$ cat src/rtl/fts_pkg.sv
// ----------------------------------------------------------------------------
// fts_pkg
// Types and constants shared by the floppy transfer sequencer files.
// ----------------------------------------------------------------------------
package fts_pkg;

    // Action codes carried by each result transaction.
    typedef enum logic [3:0] {
        ACT_MOTOR_ON  = 4'd0,
        ACT_MOTOR_OFF = 4'd1,
        ACT_RESET     = 4'd2,
        ACT_RECAL     = 4'd3,
        ACT_SEEK      = 4'd4,
        ACT_XFER      = 4'd5,
        ACT_ARM       = 4'd6,
        ACT_CANCEL    = 4'd7,
        ACT_DONE      = 4'd8,
        ACT_FAILED    = 4'd9,
        ACT_DECONF    = 4'd10
    } t_act;

    // Drive state.
    typedef enum logic [3:0] {
        DRV_CLOSED      = 4'd0,
        DRV_SPINUP      = 4'd1,
        DRV_RESET       = 4'd2,
        DRV_RECAL       = 4'd3,
        DRV_SEEK        = 4'd4,
        DRV_SETTLE      = 4'd5,
        DRV_XFER        = 4'd6,
        DRV_READY       = 4'd7,
        DRV_OFF         = 4'd8,
        DRV_ABSENT      = 4'd9,
        DRV_SPINUP_WARM = 4'd10
    } t_drv;

    // Sequencer state of the top level.
    typedef enum logic [2:0] {
        SEQ_IDLE,
        SEQ_DIV_END,
        SEQ_WAIT_END,
        SEQ_DIV_BLK,
        SEQ_WAIT_BLK,
        SEQ_EXEC,
        SEQ_EMIT
    } t_seq;

    // Event kinds.
    localparam logic [1:0] KIND_WORK  = 2'd0;
    localparam logic [1:0] KIND_TIMER = 2'd1;
    localparam logic [1:0] KIND_IRQ   = 2'd2;
    localparam logic [1:0] KIND_CLOSE = 2'd3;

    // Register indexes.
    localparam logic [2:0] REG_SPT     = 3'd0;
    localparam logic [2:0] REG_GAP     = 3'd1;
    localparam logic [2:0] REG_MAXERR  = 3'd2;
    localparam logic [2:0] REG_SPINUP  = 3'd3;
    localparam logic [2:0] REG_SETTLE  = 3'd4;
    localparam logic [2:0] REG_DRIVE   = 3'd5;

    // Fixed constants of the controller protocol.
    localparam logic [7:0]  ST0_ERR_MASK = 8'hF8;
    localparam logic [15:0] T_RECAL_MS   = 16'd4000;
    localparam logic [15:0] T_SEEK_MS    = 16'd5000;
    localparam logic [15:0] T_RESET_MS   = 16'd2000;
    localparam logic [15:0] T_IDLE_MS    = 16'd3000;
    localparam logic [7:0]  GAP_DEFAULT  = 8'h1B;
    localparam logic [17:0] BYTES_MAX    = 18'h3FFFF;

    // One result item without its last flag.
    typedef struct packed {
        logic [17:0] bytes_done;
        logic [15:0] timer_ms;
        logic        write_op;
        logic [5:0]  sector;
        logic        head;
        logic [7:0]  cylinder;
        t_act        action;
    } t_res;

    // Builds one result item.
    function automatic t_res mk_res(input t_act act, input logic [7:0] cyl,
                                    input logic hd, input logic [5:0] sec,
                                    input logic wr, input logic [15:0] ms,
                                    input logic [17:0] bytes);
        t_res r;
        r.action     = act;
        r.cylinder   = cyl;
        r.head       = hd;
        r.sector     = sec;
        r.write_op   = wr;
        r.timer_ms   = ms;
        r.bytes_done = bytes;
        return r;
    endfunction

endpackage

$ cat src/rtl/fts_div.sv
// ----------------------------------------------------------------------------
// fts_div
// Restoring divider, one quotient bit per cycle, for block / sectors per track.
// ----------------------------------------------------------------------------
module fts_div (
    input  logic        i_clk,
    input  logic        i_rst_n,
    input  logic        i_start,
    input  logic [11:0] i_dividend,
    input  logic [5:0]  i_divisor,
    output logic        o_done,
    output logic [11:0] o_quot,
    output logic [5:0]  o_rem
);

    logic        r_busy;
    logic [3:0]  r_cnt;
    logic [5:0]  r_div;
    logic [5:0]  r_rem;
    logic [11:0] r_quot;
    logic        r_done;
    logic [6:0]  w_sh;
    logic        w_ge;
    logic [6:0]  w_diff;

    // One trial subtraction per cycle.
    assign w_sh   = {r_rem, r_quot[11]};
    assign w_ge   = (w_sh >= {1'b0, r_div});
    assign w_diff = w_sh - {1'b0, r_div};

    // Control: run twelve steps after a start.
    always_ff @(posedge i_clk) begin
        if (!i_rst_n) begin
            r_busy <= 1'b0;
            r_cnt  <= 4'd0;
            r_done <= 1'b0;
        end else begin
            r_done <= 1'b0;
            if (i_start) begin
                r_busy <= 1'b1;
                r_cnt  <= 4'd0;
            end else if (r_busy) begin
                r_cnt <= r_cnt + 4'd1;
                if (r_cnt == 4'd11) begin
                    r_busy <= 1'b0;
                    r_done <= 1'b1;
                end
            end
        end
    end

    // Datapath: dividend shifts out as quotient bits shift in.
    always_ff @(posedge i_clk) begin
        if (i_start) begin
            r_div  <= (i_divisor == 6'd0) ? 6'd1 : i_divisor;
            r_rem  <= 6'd0;
            r_quot <= i_dividend;
        end else if (r_busy) begin
            r_rem  <= w_ge ? w_diff[5:0] : w_sh[5:0];
            r_quot <= {r_quot[10:0], w_ge};
        end
    end

    assign o_done = r_done;
    assign o_quot = r_quot;
    assign o_rem  = r_rem;

endmodule

$ cat src/rtl/floppy_transfer_sequencer_top.sv
// ----------------------------------------------------------------------------
// floppy_transfer_sequencer_top
// Event-driven sequencer for one floppy drive with an APB register port.
// ----------------------------------------------------------------------------
// The block takes one event at a time and is not ready again until every
// action it caused has been taken. The shared bit-serial divider produces
// one quotient bit per cycle; it runs once for the last block of a work
// request and, for every event, once for the block that the event needs.
module floppy_transfer_sequencer_top #(
    parameter int SECTOR_BYTES = 512,
    parameter int MAX_SECTORS  = 256
) (
    input  logic        i_clk,
    input  logic        i_rst_n,
    // Event channel.
    input  logic        i_s_axis_tvalid,
    output logic        o_s_axis_tready,
    // tdata: start_block[11:0], sector_count[20:12], is_write[21], status0[29:22]
    input  logic [31:0] i_s_axis_tdata,
    // tuser: kind[1:0]
    input  logic [1:0]  i_s_axis_tuser,
    // Action channel.
    output logic        o_m_axis_tvalid,
    input  logic        i_m_axis_tready,
    // tdata: action[3:0], cylinder[11:4], head[12], sector[18:13],
    //        write_op[19], timer_ms[35:20], bytes_done[53:36]
    output logic [55:0] o_m_axis_tdata,
    output logic        o_m_axis_tlast,
    // Register port.
    input  logic        i_psel,
    input  logic        i_penable,
    input  logic        i_pwrite,
    input  logic [4:0]  i_paddr,
    input  logic [31:0] i_pwdata,
    output logic [31:0] o_prdata,
    output logic        o_pready
);

    localparam int PROD_W = 9 + $clog2(SECTOR_BYTES + 1);

    // Configuration registers.
    logic [5:0]  r_spt;
    logic [7:0]  r_gap;
    logic [7:0]  r_maxerr;
    logic [15:0] r_spinup;
    logic [15:0] r_settle;
    logic [1:0]  r_drive;
    logic        w_cfg_wr;
    logic [2:0]  w_reg;

    assign o_pready = 1'b1;
    assign w_cfg_wr = i_psel & i_penable & i_pwrite;
    assign w_reg    = i_paddr[4:2];

    always_ff @(posedge i_clk) begin
        if (!i_rst_n) begin
            r_spt    <= 6'd18;
            r_gap    <= fts_pkg::GAP_DEFAULT;
            r_maxerr <= 8'd4;
            r_spinup <= 16'd1000;
            r_settle <= 16'd25;
            r_drive  <= 2'd0;
        end else if (w_cfg_wr) begin
            case (w_reg)
                fts_pkg::REG_SPT:    r_spt    <= i_pwdata[5:0];
                fts_pkg::REG_GAP:    r_gap    <= i_pwdata[7:0];
                fts_pkg::REG_MAXERR: r_maxerr <= i_pwdata[7:0];
                fts_pkg::REG_SPINUP: r_spinup <= i_pwdata[15:0];
                fts_pkg::REG_SETTLE: r_settle <= i_pwdata[15:0];
                fts_pkg::REG_DRIVE:  r_drive  <= i_pwdata[1:0];
                default: ;
            endcase
        end
    end

    // Register read-back.
    always_comb begin
        case (w_reg)
            fts_pkg::REG_SPT:    o_prdata = {26'd0, r_spt};
            fts_pkg::REG_GAP:    o_prdata = {24'd0, r_gap};
            fts_pkg::REG_MAXERR: o_prdata = {24'd0, r_maxerr};
            fts_pkg::REG_SPINUP: o_prdata = {16'd0, r_spinup};
            fts_pkg::REG_SETTLE: o_prdata = {16'd0, r_settle};
            fts_pkg::REG_DRIVE:  o_prdata = {30'd0, r_drive};
            default:             o_prdata = 32'd0;
        endcase
    end

    // Latched event.
    logic [1:0]  r_kind;
    logic [11:0] r_start;
    logic [8:0]  r_count;
    logic        r_iswr;
    logic [7:0]  r_st0;
    logic [12:0] r_end;
    logic [11:0] r_qend;

    // Drive state.
    fts_pkg::t_drv r_dst, n_dst;
    logic [7:0]  r_armcyl, n_armcyl;
    logic        r_known, n_known;
    logic [7:0]  r_err, n_err;
    logic        r_active, n_active;
    logic [11:0] r_cur, n_cur;
    logic [8:0]  r_left, n_left;
    logic [8:0]  r_done, n_done;
    logic        r_reqwr, n_reqwr;
    logic        r_motor, n_motor;

    // Result queue.
    fts_pkg::t_res r_res [4];
    fts_pkg::t_res n_res [4];
    logic [2:0]  r_cnt, n_cnt;
    logic [1:0]  r_idx;

    // Sequencer.
    fts_pkg::t_seq r_seq, n_seq;
    logic        w_in_acc;
    logic        w_out_acc;
    logic        w_out_last;
    logic        w_div_start;
    logic [11:0] w_div_arg;
    logic        w_div_done;
    logic [11:0] w_quot;
    logic [5:0]  w_rem;
    logic        w_xfer_ok;
    logic [11:0] w_blk;

    assign w_in_acc   = i_s_axis_tvalid & o_s_axis_tready;
    assign w_out_acc  = o_m_axis_tvalid & i_m_axis_tready;
    assign w_out_last = ({1'b0, r_idx} == (r_cnt - 3'd1));

    // Block whose geometry the event needs.
    assign w_xfer_ok = (r_kind == fts_pkg::KIND_IRQ) && r_active &&
                       (r_dst == fts_pkg::DRV_XFER) &&
                       ((r_st0 & fts_pkg::ST0_ERR_MASK) == 8'd0);
    always_comb begin
        if (r_kind == fts_pkg::KIND_WORK) begin
            w_blk = r_start;
        end else if (w_xfer_ok) begin
            w_blk = r_cur + 12'd1;
        end else begin
            w_blk = r_cur;
        end
    end

    fts_div u_div (
        .i_clk      (i_clk),
        .i_rst_n    (i_rst_n),
        .i_start    (w_div_start),
        .i_dividend (w_div_arg),
        .i_divisor  (r_spt),
        .o_done     (w_div_done),
        .o_quot     (w_quot),
        .o_rem      (w_rem)
    );

    // Sequencer next state.
    always_comb begin
        n_seq = r_seq;
        case (r_seq)
            fts_pkg::SEQ_IDLE: begin
                if (w_in_acc) begin
                    n_seq = (i_s_axis_tuser == fts_pkg::KIND_WORK) ?
                            fts_pkg::SEQ_DIV_END : fts_pkg::SEQ_DIV_BLK;
                end
            end
            fts_pkg::SEQ_DIV_END:  n_seq = fts_pkg::SEQ_WAIT_END;
            fts_pkg::SEQ_WAIT_END: if (w_div_done) n_seq = fts_pkg::SEQ_DIV_BLK;
            fts_pkg::SEQ_DIV_BLK:  n_seq = fts_pkg::SEQ_WAIT_BLK;
            fts_pkg::SEQ_WAIT_BLK: if (w_div_done) n_seq = fts_pkg::SEQ_EXEC;
            fts_pkg::SEQ_EXEC: begin
                n_seq = (n_cnt == 3'd0) ? fts_pkg::SEQ_IDLE : fts_pkg::SEQ_EMIT;
            end
            fts_pkg::SEQ_EMIT: begin
                if (w_out_acc && w_out_last) n_seq = fts_pkg::SEQ_IDLE;
            end
            default: n_seq = fts_pkg::SEQ_IDLE;
        endcase
    end

    // Sequencer outputs.
    always_comb begin
        o_s_axis_tready = (r_seq == fts_pkg::SEQ_IDLE);
        o_m_axis_tvalid = (r_seq == fts_pkg::SEQ_EMIT);
        w_div_start     = (r_seq == fts_pkg::SEQ_DIV_END) ||
                          (r_seq == fts_pkg::SEQ_DIV_BLK);
        w_div_arg       = (r_seq == fts_pkg::SEQ_DIV_END) ? r_end[11:0] : w_blk;
    end

    always_ff @(posedge i_clk) begin
        if (!i_rst_n) begin
            r_seq <= fts_pkg::SEQ_IDLE;
            r_idx <= 2'd0;
            r_cnt <= 3'd0;
        end else begin
            r_seq <= n_seq;
            if (r_seq == fts_pkg::SEQ_EXEC) begin
                r_cnt <= n_cnt;
                r_idx <= 2'd0;
            end else if (w_out_acc) begin
                r_idx <= r_idx + 2'd1;
            end
        end
    end

    // Event capture and the quotient of the last block.
    always_ff @(posedge i_clk) begin
        if (w_in_acc) begin
            r_kind  <= i_s_axis_tuser;
            r_start <= i_s_axis_tdata[11:0];
            r_count <= i_s_axis_tdata[20:12];
            r_iswr  <= i_s_axis_tdata[21];
            r_st0   <= i_s_axis_tdata[29:22];
            r_end   <= {1'b0, i_s_axis_tdata[11:0]} +
                       {4'd0, i_s_axis_tdata[20:12]} - 13'd1;
        end
        if (r_seq == fts_pkg::SEQ_WAIT_END && w_div_done) begin
            r_qend <= w_quot;
        end
    end

    // Geometry of the selected block.
    logic [7:0] w_cyl;
    logic       w_head;
    logic [5:0] w_sec;
    assign w_cyl  = (w_quot[11:9] != 3'd0) ? 8'hFF : w_quot[8:1];
    assign w_head = w_quot[0];
    assign w_sec  = w_rem + 6'd1;

    // Event handling: next drive state and the list of actions.
    always_comb begin
        logic [2:0]        cnt;
        logic              do_seek;
        logic              do_xfer;
        logic              bad;
        logic [PROD_W-1:0] prod;
        logic [17:0]       bytes;

        n_dst    = r_dst;
        n_armcyl = r_armcyl;
        n_known  = r_known;
        n_err    = r_err;
        n_active = r_active;
        n_cur    = r_cur;
        n_left   = r_left;
        n_done   = r_done;
        n_reqwr  = r_reqwr;
        n_motor  = r_motor;
        for (int k = 0; k < 4; k++) begin
            n_res[k] = r_res[k];
        end
        cnt     = 3'd0;
        do_seek = 1'b0;
        do_xfer = 1'b0;
        bad     = (r_dst == fts_pkg::DRV_ABSENT) || (r_count == 9'd0) ||
                  ({1'b0, r_count} > 10'(MAX_SECTORS)) || r_end[12] ||
                  (r_qend[11:9] != 3'd0);
        prod    = PROD_W'(r_done + 9'd1) * PROD_W'(SECTOR_BYTES);
        bytes   = (32'(prod) > 32'(fts_pkg::BYTES_MAX)) ? fts_pkg::BYTES_MAX :
                  18'(prod);

        if (r_kind == fts_pkg::KIND_WORK) begin
            // New request.
            if (!r_active) begin
                if (bad) begin
                    n_res[cnt[1:0]] = fts_pkg::mk_res(fts_pkg::ACT_FAILED,
                        8'd0, 1'b0, 6'd0, 1'b0, 16'd0, 18'd0);
                    cnt = cnt + 3'd1;
                end else begin
                    n_active = 1'b1;
                    n_cur    = r_start;
                    n_left   = r_count;
                    n_done   = 9'd0;
                    n_reqwr  = r_iswr;
                    if (r_dst == fts_pkg::DRV_READY) begin
                        do_seek = 1'b1;
                    end else begin
                        n_motor = 1'b1;
                        n_dst   = (r_dst == fts_pkg::DRV_OFF) ?
                                  fts_pkg::DRV_SPINUP_WARM : fts_pkg::DRV_SPINUP;
                        n_res[cnt[1:0]] = fts_pkg::mk_res(fts_pkg::ACT_MOTOR_ON,
                            8'd0, 1'b0, 6'd0, 1'b0, 16'd0, 18'd0);
                        cnt = cnt + 3'd1;
                        n_res[cnt[1:0]] = fts_pkg::mk_res(fts_pkg::ACT_ARM,
                            8'd0, 1'b0, 6'd0, 1'b0, r_spinup, 18'd0);
                        cnt = cnt + 3'd1;
                    end
                end
            end
        end else if (r_kind == fts_pkg::KIND_CLOSE) begin
            // Close.
            if (r_active) begin
                n_res[cnt[1:0]] = fts_pkg::mk_res(fts_pkg::ACT_CANCEL,
                    8'd0, 1'b0, 6'd0, 1'b0, 16'd0, 18'd0);
                cnt = cnt + 3'd1;
                n_res[cnt[1:0]] = fts_pkg::mk_res(fts_pkg::ACT_FAILED,
                    8'd0, 1'b0, 6'd0, 1'b0, 16'd0, 18'd0);
                cnt = cnt + 3'd1;
                n_res[cnt[1:0]] = fts_pkg::mk_res(fts_pkg::ACT_MOTOR_OFF,
                    8'd0, 1'b0, 6'd0, 1'b0, 16'd0, 18'd0);
                cnt = cnt + 3'd1;
                n_active = 1'b0;
                n_motor  = 1'b0;
                n_dst    = fts_pkg::DRV_CLOSED;
            end else if (r_dst != fts_pkg::DRV_ABSENT) begin
                n_dst = fts_pkg::DRV_CLOSED;
                if (r_motor) begin
                    n_motor = 1'b0;
                    n_res[cnt[1:0]] = fts_pkg::mk_res(fts_pkg::ACT_MOTOR_OFF,
                        8'd0, 1'b0, 6'd0, 1'b0, 16'd0, 18'd0);
                    cnt = cnt + 3'd1;
                end
            end
        end else if (!r_active) begin
            // Idle timer stops the motor.
            if (r_kind == fts_pkg::KIND_TIMER && r_motor) begin
                n_motor = 1'b0;
                n_dst   = fts_pkg::DRV_OFF;
                n_res[cnt[1:0]] = fts_pkg::mk_res(fts_pkg::ACT_MOTOR_OFF,
                    8'd0, 1'b0, 6'd0, 1'b0, 16'd0, 18'd0);
                cnt = cnt + 3'd1;
            end
        end else if (r_kind == fts_pkg::KIND_TIMER) begin
            // Timer expiry during a request.
            case (r_dst)
                fts_pkg::DRV_SPINUP, fts_pkg::DRV_SEEK, fts_pkg::DRV_XFER: begin
                    if (r_dst == fts_pkg::DRV_XFER && r_err != 8'hFF) begin
                        n_err = r_err + 8'd1;
                    end
                    n_dst = fts_pkg::DRV_RESET;
                    n_res[cnt[1:0]] = fts_pkg::mk_res(fts_pkg::ACT_RESET,
                        8'd0, 1'b0, 6'd0, 1'b0, 16'd0, 18'd0);
                    cnt = cnt + 3'd1;
                    n_res[cnt[1:0]] = fts_pkg::mk_res(fts_pkg::ACT_ARM,
                        8'd0, 1'b0, 6'd0, 1'b0, fts_pkg::T_RESET_MS, 18'd0);
                    cnt = cnt + 3'd1;
                end
                fts_pkg::DRV_RESET: begin
                    n_dst    = fts_pkg::DRV_ABSENT;
                    n_motor  = 1'b0;
                    n_active = 1'b0;
                    n_res[cnt[1:0]] = fts_pkg::mk_res(fts_pkg::ACT_MOTOR_OFF,
                        8'd0, 1'b0, 6'd0, 1'b0, 16'd0, 18'd0);
                    cnt = cnt + 3'd1;
                    n_res[cnt[1:0]] = fts_pkg::mk_res(fts_pkg::ACT_DECONF,
                        8'd0, 1'b0, 6'd0, 1'b0, 16'd0, 18'd0);
                    cnt = cnt + 3'd1;
                    n_res[cnt[1:0]] = fts_pkg::mk_res(fts_pkg::ACT_FAILED,
                        8'd0, 1'b0, 6'd0, 1'b0, 16'd0, 18'd0);
                    cnt = cnt + 3'd1;
                end
                fts_pkg::DRV_RECAL: begin
                    n_motor  = 1'b0;
                    n_dst    = fts_pkg::DRV_CLOSED;
                    n_active = 1'b0;
                    n_res[cnt[1:0]] = fts_pkg::mk_res(fts_pkg::ACT_MOTOR_OFF,
                        8'd0, 1'b0, 6'd0, 1'b0, 16'd0, 18'd0);
                    cnt = cnt + 3'd1;
                    n_res[cnt[1:0]] = fts_pkg::mk_res(fts_pkg::ACT_FAILED,
                        8'd0, 1'b0, 6'd0, 1'b0, 16'd0, 18'd0);
                    cnt = cnt + 3'd1;
                end
                fts_pkg::DRV_SETTLE:      do_xfer = 1'b1;
                fts_pkg::DRV_SPINUP_WARM: do_seek = 1'b1;
                default: ;
            endcase
        end else begin
            // Controller interrupt during a request.
            case (r_dst)
                fts_pkg::DRV_RESET: begin
                    n_known = 1'b0;
                    n_dst   = fts_pkg::DRV_RECAL;
                    n_res[cnt[1:0]] = fts_pkg::mk_res(fts_pkg::ACT_RECAL,
                        8'd0, 1'b0, 6'd0, 1'b0, 16'd0, 18'd0);
                    cnt = cnt + 3'd1;
                    n_res[cnt[1:0]] = fts_pkg::mk_res(fts_pkg::ACT_ARM,
                        8'd0, 1'b0, 6'd0, 1'b0, fts_pkg::T_RECAL_MS, 18'd0);
                    cnt = cnt + 3'd1;
                end
                fts_pkg::DRV_RECAL: do_seek = 1'b1;
                fts_pkg::DRV_SEEK: begin
                    n_dst = fts_pkg::DRV_SETTLE;
                    n_res[cnt[1:0]] = fts_pkg::mk_res(fts_pkg::ACT_ARM,
                        8'd0, 1'b0, 6'd0, 1'b0, r_settle, 18'd0);
                    cnt = cnt + 3'd1;
                end
                fts_pkg::DRV_XFER: begin
                    n_res[cnt[1:0]] = fts_pkg::mk_res(fts_pkg::ACT_CANCEL,
                        8'd0, 1'b0, 6'd0, 1'b0, 16'd0, 18'd0);
                    cnt = cnt + 3'd1;
                    if (!w_xfer_ok) begin
                        // Transfer error: count it and recalibrate.
                        if (r_err != 8'hFF) begin
                            n_err = r_err + 8'd1;
                        end
                        n_known = 1'b0;
                        n_dst   = fts_pkg::DRV_RECAL;
                        n_res[cnt[1:0]] = fts_pkg::mk_res(fts_pkg::ACT_RECAL,
                            8'd0, 1'b0, 6'd0, 1'b0, 16'd0, 18'd0);
                        cnt = cnt + 3'd1;
                        n_res[cnt[1:0]] = fts_pkg::mk_res(fts_pkg::ACT_ARM,
                            8'd0, 1'b0, 6'd0, 1'b0, fts_pkg::T_RECAL_MS, 18'd0);
                        cnt = cnt + 3'd1;
                    end else begin
                        n_err  = 8'd0;
                        n_done = r_done + 9'd1;
                        n_cur  = r_cur + 12'd1;
                        n_left = (r_left != 9'd0) ? r_left - 9'd1 : 9'd0;
                        if (n_left != 9'd0) begin
                            do_xfer = 1'b1;
                        end else begin
                            n_active = 1'b0;
                            n_dst    = fts_pkg::DRV_READY;
                            n_res[cnt[1:0]] = fts_pkg::mk_res(fts_pkg::ACT_DONE,
                                8'd0, 1'b0, 6'd0, 1'b0, 16'd0, bytes);
                            cnt = cnt + 3'd1;
                            n_res[cnt[1:0]] = fts_pkg::mk_res(fts_pkg::ACT_ARM,
                                8'd0, 1'b0, 6'd0, 1'b0, fts_pkg::T_IDLE_MS, 18'd0);
                            cnt = cnt + 3'd1;
                        end
                    end
                end
                default: ;
            endcase
        end

        // Seek or transfer at once; give up once errors pass the limit.
        if (do_seek) begin
            if (n_err > r_maxerr) begin
                n_err    = 8'd0;
                n_motor  = 1'b0;
                n_dst    = fts_pkg::DRV_CLOSED;
                n_active = 1'b0;
                n_res[cnt[1:0]] = fts_pkg::mk_res(fts_pkg::ACT_MOTOR_OFF,
                    8'd0, 1'b0, 6'd0, 1'b0, 16'd0, 18'd0);
                cnt = cnt + 3'd1;
                n_res[cnt[1:0]] = fts_pkg::mk_res(fts_pkg::ACT_FAILED,
                    8'd0, 1'b0, 6'd0, 1'b0, 16'd0, 18'd0);
                cnt = cnt + 3'd1;
            end else if (n_known && n_armcyl == w_cyl) begin
                do_xfer = 1'b1;
            end else begin
                n_armcyl = w_cyl;
                n_known  = 1'b1;
                n_dst    = fts_pkg::DRV_SEEK;
                n_res[cnt[1:0]] = fts_pkg::mk_res(fts_pkg::ACT_SEEK,
                    w_cyl, w_head, 6'd0, 1'b0, 16'd0, 18'd0);
                cnt = cnt + 3'd1;
                n_res[cnt[1:0]] = fts_pkg::mk_res(fts_pkg::ACT_ARM,
                    8'd0, 1'b0, 6'd0, 1'b0, fts_pkg::T_SEEK_MS, 18'd0);
                cnt = cnt + 3'd1;
            end
        end

        // Start a sector transfer.
        if (do_xfer) begin
            n_dst = fts_pkg::DRV_XFER;
            n_res[cnt[1:0]] = fts_pkg::mk_res(fts_pkg::ACT_XFER,
                w_cyl, w_head, w_sec, n_reqwr, 16'd0, 18'd0);
            cnt = cnt + 3'd1;
            n_res[cnt[1:0]] = fts_pkg::mk_res(fts_pkg::ACT_ARM,
                8'd0, 1'b0, 6'd0, 1'b0, fts_pkg::T_RESET_MS, 18'd0);
            cnt = cnt + 3'd1;
        end

        n_cnt = cnt;
    end

    // Drive state registers.
    always_ff @(posedge i_clk) begin
        if (!i_rst_n) begin
            r_dst    <= fts_pkg::DRV_CLOSED;
            r_armcyl <= 8'd0;
            r_known  <= 1'b0;
            r_err    <= 8'd0;
            r_active <= 1'b0;
            r_cur    <= 12'd0;
            r_left   <= 9'd0;
            r_done   <= 9'd0;
            r_reqwr  <= 1'b0;
            r_motor  <= 1'b0;
        end else if (r_seq == fts_pkg::SEQ_EXEC) begin
            r_dst    <= n_dst;
            r_armcyl <= n_armcyl;
            r_known  <= n_known;
            r_err    <= n_err;
            r_active <= n_active;
            r_cur    <= n_cur;
            r_left   <= n_left;
            r_done   <= n_done;
            r_reqwr  <= n_reqwr;
            r_motor  <= n_motor;
        end
    end

    // Result queue payload.
    always_ff @(posedge i_clk) begin
        if (r_seq == fts_pkg::SEQ_EXEC) begin
            for (int k = 0; k < 4; k++) begin
                r_res[k] <= n_res[k];
            end
        end
    end

    assign o_m_axis_tdata = {2'b00, r_res[r_idx]};
    assign o_m_axis_tlast = w_out_last;

endmodule

$ cat config.mk
export PLATFORM = sky130hd
export DESIGN_NAME = floppy_transfer_sequencer_top
export DESIGN_NICKNAME = d
export VERILOG_FILES = /design/src/rtl/fts_pkg.sv /design/src/rtl/fts_div.sv /design/src/rtl/floppy_transfer_sequencer_top.sv
export SDC_FILE = /design/constraint.sdc
export NUM_CORES = 1
export LEC_CHECK = 0
export BUFFER_PORTS_ARGS = -buffer_cell sky130_fd_sc_hd__buf_2
export CAP_MARGIN = 40
export CORE_MARGIN = 2
export CORE_UTILIZATION = 52
export DETAILED_ROUTE_END_ITERATION = 6
export GPL_TIMING_DRIVEN = 0
export PLACE_DENSITY = 0.71
export SLEW_MARGIN = 20
export SYNTH_ARGS = -nofsm -noshare
export SYNTH_HDL_FRONTEND = slang
export SYNTH_SLANG_ARGS = --single-unit
export TNS_END_PERCENT = 30
$ cat constraint.sdc
create_clock -name i_clk -period 13 [get_ports i_clk]
set_clock_uncertainty 0.2 [all_clocks]
set_input_delay 1.3 -clock i_clk [delete_from_list [all_inputs] [get_ports i_clk]]
set_output_delay 1.3 -clock i_clk [all_outputs]
set_load 0.02 [all_outputs]
# Yosys cells after proc, flatten, opt, wreduce, memory -nomap -nowiden
# Memories as Yosys holds them, arrays and structs flattened. A register that Yosys moved wholly into a read port is not among the register bits.
# Cells that the tools add are included.
[classes]
addsub = 16
n_lt_le_gt_ge = 12
eq_ne = 37
n_mux = 189
bitwise = 24
n_reduce_logical = 49
[op_table]
columns = ["cell", "n"]
rows = [
  ["216-bit two-way mux", 4],
  ["108-bit two-way mux", 7],
  ["54-bit two-way mux", 14],
  ["216-bit bitwise mux", 2],
  ["54-bit demux with 2-bit select", 4],
  ["162-bit two-way mux", 2],
  ["108-bit one-hot mux with 3 select lines", 1],
  ["212-bit bitwise AND", 1],
  ["212-bit inverter", 1],
  ["208-bit bitwise AND", 1],
  ["208-bit inverter", 1],
  ["188-bit bitwise AND", 1],
  ["188-bit inverter", 1],
  ["184-bit bitwise AND", 1],
  ["184-bit inverter", 1],
  ["54-bit one-hot mux with 3 select lines", 1],
  ["9-bit two-way mux", 17],
  ["12-bit two-way mux", 12],
  ["54-bit one-hot mux with 2 select lines", 1],
  ["8-bit two-way mux", 12],
  ["16-bit one-hot mux with 6 select lines", 1],
  ["4-bit two-way mux", 17],
  ["1-bit two-way mux", 64],
  ["3-bit two-way mux", 13],
  ["66 further kinds", 147],
]
[word_totals]
ff_bits = 205
mem_bits_rw = 216
out_inout_bits = 92
mem_count = 1
[mem_list]
columns = ["name", "depth", "word_bits", "read_ports", "rd_ports_with_merged_regs", "wr", "line_no", "rtl"]
rows = [
  ["r_res", 4, 54, 5, 1, 4, "floppy_transfer_sequencer_top.sv:111", "fts_pkg::t_res r_res [4];"],
]

# Logic depth before layout (Yosys ltp)
# Gate-level depths: netlist of the first run.
[logic_depth]
depth_word = 24
depth_mapped = 18
ltp_nobuf = 15

# Cells and area by module
# A second synthesis of the first run with hierarchy kept.
[unflattened]
hier_cells = 2103
hier_area_um2 = 21590.7
[by_module_without_submodules]
columns = ["mod", "instances", "cells_per_inst", "area_per_inst_um2", "seq_area_each_um2"]
rows = [
  ["floppy_transfer_sequencer_top", 1, 1966, 20048.0, 10239.8],
  ["fts_div", 1, 137, 1542.7, 780.7],
]

# Worst setup path before layout of the first run
# No wires, ideal clock.
[synth_path]
path_kind = "register -> register"
start = "reg r_seq[2]"
end = "reg r_armcyl[4]"
setup_time_ns = 0.419
arrival_time_ns = 7.506
required_time_ns = 12.381
slack_ns = 4.875
path_stages_with_launch = 6
synth_period_minus_slack_ns = 8.125
path_cell_list = "dfxtp_1 clkbuf_1 nand3b_1 clkinv_1 clkbuf_1 a311oi_1"
[synth_via]
elab_chain_cells = 2
[synth_lines]
columns = ["item", "line_no", "rtl"]
rows = [
  ["from (decl)", "floppy_transfer_sequencer_top.sv:117", "fts_pkg::t_seq r_seq, n_seq;"],
  ["from (signal assigned)", "floppy_transfer_sequencer_top.sv:193", "r_seq <= fts_pkg::SEQ_IDLE;"],
  ["from (signal assigned)", "floppy_transfer_sequencer_top.sv:197", "r_seq <= n_seq;"],
  ["3-bit == test", "floppy_transfer_sequencer_top.sv:483", "end else if (r_seq == fts_pkg::SEQ_EXEC) begin"],
  ["4-bit AND reduction (no source line)", "n/a", ""],
  ["to (signal assigned)", "floppy_transfer_sequencer_top.sv:485", "r_armcyl <= n_armcyl;"],
  ["to (decl)", "floppy_transfer_sequencer_top.sv:100", "logic [7:0] r_armcyl, n_armcyl;"],
]
# Every way passes these cells.
# A chain may end at the register's enable or synchronous reset.

==> results.toml, run 1 <==
[clock_tree]
clock_latency_ns = 0.59
cts_setup_buffers = 0
cts-htree-levels = 2
cts_buffer_depth = 3
cts_resized = 0
cts_buffers = 45
cts_tree = "built"
numClockSinks = 411
clock-root-buffer = "clkbuf_16"
clk_pin_slew_worst_paths_ns = 0.06
cts_hold_buf = 0

[power]
seq_power_share_pct = 47.4
p_int_uw = 2300
ir_worst_vdd_v = 0.000113
switchingPower_uw = 805
p_comb_share_pct = 11.4
power.leakage_uw = 0.00891
netSwitchingFraction_pct = 25.9
p_clk_share_pct = 41.2
cellPowerDensity_mw_per_mm2 = 123

[worst_setup_path]
r2r-start = "r_active"
critical_path_arrival_ns = 6.45
r2r_end = "r_res[0][18]"
critPathRequiredTime_ns = 13.12
start_kind = "register"
cp_max_fo = 10
reg2regPathDepth = 15
critPathKind = "register to register"
reg2reg_slack_ns = 6.67
endpoint_kind = "register"

[timing]
timing.final.crit_share_pct = 48.7
rsz0062_at_grt = "false"
slew_headroom_pct = 36.1
final.setup.tns_ns = 0
period_needed_ns = 6.33
fmaxAchievable_mhz = 158
setup_viol = 0
tightest_slew_ns = 0.950
slew_violations = 0
hold_viol_final = 0

[global_route]
grt_pass1_wl_um = 110000
grt_pass1_vias = 17900
antenna_found_initial = 2
grt-ovfl-total = 0
grt_max_degree = 57
grt_use_total_pct = 33.1

[run_status]
status = "completed"

[synth]
netlist_instances = 2187
syn_avg_cell_area_um2 = 10.1
synth_top_area_cell = "edfxtp_1"
synth_flop_cell = "edfxtp_1"
post_synth_main_area_contributors = "edfxtp_1 38%, dfxtp_1 12%, mux4_2 5.6%"
yosys_warnings = 0
synth_edf_count = 279
async_reset_ff_share_pct = 0
synth_area_mm2 = 0.0222
synth_top_cell_area_share_pct = 37.8
seq_area_frac_synth_pct = 49.7
ys_seq_elements = 411
synth_cell_type_count = 94

[drt]
vias = 18900
post-route-drc-count = 0
drtIter0Drc = 2246
drtAntennaViolNets = 0
post_drt_wl_per_cell_um = 24.7
vias_per_cell = 6.35
first_pass_iters = 6
wirelength_um = 73700

[layout]
layout.nets = 2527
diodes = 0
drive_gt1_share_pct = 14.0
area_growth_pct = 14.3
postLayoutCoreUtil_pct = 60.2
final_area_mm2 = 0.0253

[placed_design]
dpl_cell_area_mm2 = 0.0238
portBuffers = 126
post-dp-hpwl_um = 55000
globalplace.congestion = 1.02

[floorplan]
start_util_pct = 52.7
fp.dieW_um = 210
fp.coreArea_mm2 = 0.0420
dieArea_mm2 = 0.0443
row_count = 75
pin_count = 170
die_y_um = 210

[worst_hold_path]
min_from = "r_known"
hold_end = "r_known"
hold_depth = 2
hold_path.class = "register to register"

[flow_run]
maxCapViolCount = 0
worst max-delay path by stage:
stage                   from            to  slack (ns)  depth (start not counted)
finish              r_active  r_res[0][18]        6.67                         15
CTS                 r_active  r_res[0][18]        6.81                         15
detailed placement  r_active  r_res[0][19]        6.80                         15
floorplan           r_seq[2]   r_armcyl[4]        4.87                          5
global placement    r_seq[2]      r_dst[2]        1.66                          5
global route        r_active  r_res[0][18]        6.41                         17
critical path: stages, from the launching register on:
cell      delay [ns]
dfxtp_1         0.34
clkbuf_1        0.37
nand3b_1        0.51
nor4_1          0.58
clkbuf_1        0.49
buf_2           0.45
a21oi_1         0.08
o22a_1          0.23
ha_1            0.30
and4_1          0.20
a31oi_1         0.44
nand2_1         0.28
a31oi_2         0.66
clkbuf_1        0.63
nand3b_1        0.21
mux2i_1         0.10
power by group through the flow:
| stage | clock network, uW | registers [uW] | logic (uW) |
|---|---|---|---|
| 5_1_grt | 1350 | 1480 | 387 |
| 4_1_cts | 1290 | 1470 | 349 |
| 6_report | 1280 | 1470 | 355 |
| 2_1_floorplan | 0 | 1490 | 236 |
| 3_3_place_gp | 0 | 1500 | 335 |
| 3_5_place_dp | 0 | 1500 | 346 |
registers in the layout, indices dropped and copies added, names as in the netlist, 9 cells and up, named ones only:
signal	cells
r_res	216
r_settle	16
r_spinup	16
r_end	13
r_cur	12
r_start	12
u_div.o_quot	12
r_count	9
r_done	9
r_left	9
cell usage in the layout (no fill, tap or decap), types with 43 or more instances in the layout:
cell type	netlist	layout
a21oi_1	149	149
and2_1	66	65
buf_2	10	147
clkbuf_1	165	176
clkbuf_16	0	46
dfxtp_1	132	132
edfxtp_1	279	279
ha_1	43	43
inv_1	90	90
mux2i_1	51	51
mux4_2	55	55
nand2_1	242	242
nand3_1	58	58
nor2_1	150	150
nor3_1	59	57
o21ai_0	122	122
synthesized netlist by cell type (8+ instances only):
master       n
inv_1       90
nand4_1     14
xor2_1      19
xnor2_1     25
or4_1        9
a221oi_1     9
edfxtp_1   279
mux4_2      55
or3_1       14
o21a_1      11
nor4_1      22
a21oi_1    149
a211oi_1    16
buf_2       10
and3_1      17
buf_4       20
o31ai_1     17
nand3b_1    12
a22oi_1     21
a31oi_1     24
nor2b_1     10
nor3_1      59
nor2_1     150
o21ai_0    122
o211ai_1    20
ha_1        43
clkbuf_1   165
and2_1      66
o2bb2ai_1   22
nand2_1    242
mux2i_1     51
a22o_1      25
o22ai_1     16
buf_1        8
a21o_1      12
nand2b_1    19
nand3_1     58
dfxtp_1    132
layer usage:
metal | share of wire [%] | wire, um | vias to the layer above | GRT usage (%)
met5 | 0.018 | 13 | - | 0
met2 | 46 | 33600 | 1012 | 52.5
met3 | 9.2 | 6800 | 230 | 6.54
met4 | 5.6 | 4150 | 2 | 17.0
met1 | 40 | 29100 | 9218 | 43.4
li1 | - | - | 8469 | -
kinds of logic after synthesis:
group,Yosys count,synth area share [%]
flip-flops,411,49.7
other,2,0.0339
multiplexers,111,8.15
AND/OR/NAND/NOR,726,15.9
adder cells (fa/ha/maj),45,2.61
AO/OA/AOI/OAI,545,16.2
buffers and inverters,303,5.63
XOR/XNOR,44,1.74
metrics by stage:
| stage | total power [uW] | instances | setup WS, ns | hold WS [ns] |
|---|---|---|---|---|
| 4_1_cts | 3110 | 2972 | 6.81 | 0.270 |
| 2_1_floorplan | 1720 | 2204 | 4.87 | 0.236 |
| 6_report | 3110 | 2979 | 6.67 | 0.270 |
| 5_1_grt | 3210 | 2979 | 6.41 | 0.280 |
| 3_5_place_dp | 1850 | 2889 | 6.80 | 0.263 |
| 3_3_place_gp | 1840 | 2869 | 1.66 | 0.257 |
layout make-up:
type	instances	area (um^2)
buffer	206	888
timing repair buffer	153	908
clock inverter	23	240
multi-input combinational	1490	10000
clock buffer	60	1220
inverter	97	364
fill	3546	16700
tap	539	674
sequential	411	11000
(Power assumes the default switching activity.)
==> run 2, diff against run 1 <==
- clock period: 13 -> 5.9 ns (I/O delays scaled with it)
==> results.toml, run 2 (synthesis gave the netlist of run 1 again) <==
[run_status]
status = "completed"

[drt]
post-route-drc-count = 0
vias = 19000
post_drt_wl_per_cell_um = 25.3
drtIter0Drc = 2189
vias_per_cell = 6.31
wirelength_um = 76300
drtAntennaViolNets = 0
first_pass_iters = 6

[global_route]
antenna_found_initial = 3
grt_max_degree = 103
grt_use_total_pct = 34.2
grt-ovfl-total = 0
grt_pass1_wl_um = 113000
grt_pass1_vias = 18200

[floorplan]
start_util_pct = 52.7
fp.coreArea_mm2 = 0.0420
fp.dieW_um = 210
pin_count = 170
die_y_um = 210
dieArea_mm2 = 0.0443
row_count = 75

[layout]
final_cell_mix = "279 x edfxtp_1, 242 x nand2_1, 167 x clkbuf_1"
top_regs = "r_res (216), r_settle (16), r_spinup (16)"
drive_gt1_share_pct = 14.8
largest_reg_flops = 216
final_area_mm2 = 0.0257
layout.nets = 2557
area_growth_pct = 15.8
top_register = "r_res"
multi_input_area_mm2 = 0.0100
layout_commonest_cell = "edfxtp_1"
num-fill-cells = 3516
postLayoutCoreUtil_pct = 61.1
seq_area_mm2 = 0.0110

[power]
power.leakage_uw = 0.00909
p_clk_share_pct = 41.8
finalPower_uw = 6960
switchingPower_uw = 1830
p_comb_share_pct = 11.6
ir_worst_vdd_v = 0.000265
netSwitchingFraction_pct = 26.3
p_int_uw = 5130
seq_power_share_pct = 46.7
cellPowerDensity_mw_per_mm2 = 271

[worst_setup_path]
reg2reg_slack_ns = 0.22
endpoint_kind = "register"
r2r-start = "r_dst[0]"
critPathKind = "register to register"
critical_path_arrival_ns = 5.91
critPathRequiredTime_ns = 6.13
start_kind = "register"
reg2regPathDepth = 17
cp_max_fo = 10
r2r_end = "r_res[0][19]"

[placed_design]
portBuffers = 126
dpl_cell_area_mm2 = 0.0238
globalplace.congestion = 1.01
place_ws_ns = -0.708
post-dp-hpwl_um = 56600

[timing]
rsz0062_at_grt = "false"
hold_viol_final = 0
slew_headroom_pct = 33.7
period_needed_ns = 5.68
fmaxAchievable_mhz = 176
setup_viol = 0
worst_slack_ns = 0.219
final.setup.tns_ns = 0
tightest_slew_ns = 0.985
slew_violations = 0
timing.final.crit_share_pct = 96.3

[flow_run]
maxCapViolCount = 0

[worst_hold_path]
hold_path.class = "primary input to register"
hold_depth = 1
hold_end = "r_start[10]"
min_from = "i_s_axis_tdata[10]"

[clock_tree]
cts-htree-levels = 2
cts_tree = "built"
clk_pin_slew_worst_paths_ns = 0.06
clock_latency_ns = 0.59
cts_buffer_depth = 3
clock-root-buffer = "clkbuf_16"
cts_buffers = 46
numClockSinks = 411
## run 2: changes by cell type in the layout (fill, tap and decap cells not counted), sizes merged, moves of 2 or more
cell and change:
dlygate4sd3 +23, clkdlybuf4s15 +2, clkinvlp +3, buf +5, clkbuf -2
## run 2: layout make-up
| class | instances | share of cell area, % |
|---|---|---|
| clock buffers | 58 | 4.86 |
| multi-input cells | 1490 | 39.0 |
| diodes | 1 | 0.00975 |
| inverters | 97 | 1.42 |
| plain buffers | 206 | 3.51 |
| repair buffers | 182 | 4.61 |
| well taps | 539 | 2.63 |
| flip-flops and latches | 411 | 42.9 |
| clock inverters | 26 | 0.994 |
## run 2: worst max-delay path, stage by stage, from the launching register on
cell,delay [ns]
dfxtp_1,0.46
nand4bb_1,0.22
clkbuf_1,0.58
nor4_4,0.13
clkbuf_2,0.28
o21ai_1,0.69
o21a_1,0.21
o21ai_0,0.07
o31ai_1,0.11
ha_1,0.33
a21o_1,0.20
a22oi_1,0.13
nand3_1,0.24
o2bb2ai_1,0.39
nand3b_1,0.37
a21oi_4,0.43
buf_6,0.25
mux2i_1,0.23
## run 2: worst max-delay path by stage
stage,end,slack [ns],from
after CTS,r_res[0][28],0.04,r_kind[0]
after global placement,r_res[0][19],-1.33,r_active
after global routing,r_res[0][33],0.06,r_dst[1]
after detailed placement,r_res[0][15],-0.71,r_active
final,r_res[0][19],0.22,r_dst[0]
after floorplan,r_armcyl[4],1.28,r_seq[2]
## run 2: metrics by stage
stage | instances | hold slack, ns
4_1_cts | 2996 | 0.00278
3_5_place_dp | 2887 | 0.261
3_3_place_gp | 2869 | 0.251
2_1_floorplan | 2204 | 0.236
5_1_grt | 3009 | 0.0180
6_report | 3010 | 0.0251
## run 2: routing by layer
layer	wire (um)	vias to the layer above	track usage [%]
li1	-	8544	-
met5	0	-	0
met2	35600	895	56.0
met4	3680	0	15.9
met1	30600	9373	44.3
met3	6410	192	6.33
## run 2: timing repair
action | CTS | global route
buffers inserted | 2 | 7
setup endpoints to repair | 42 | 39
hold endpoints to repair | 23 | 0
gates resized for setup | 4 | 7
pin swaps | 1 | 2
hold buffers | 23 | 0
## run 2: power by group through the flow
stage          sequential, uW  combinational (uW)  clock [uW]
2_1_floorplan            3280                 520           0
3_3_place_gp             3310                 751           0
3_5_place_dp             3310                 774           0
4_1_cts                  3250                 792        2930
5_1_grt                  3260                 877        3040
6_report                 3250                 804        2910
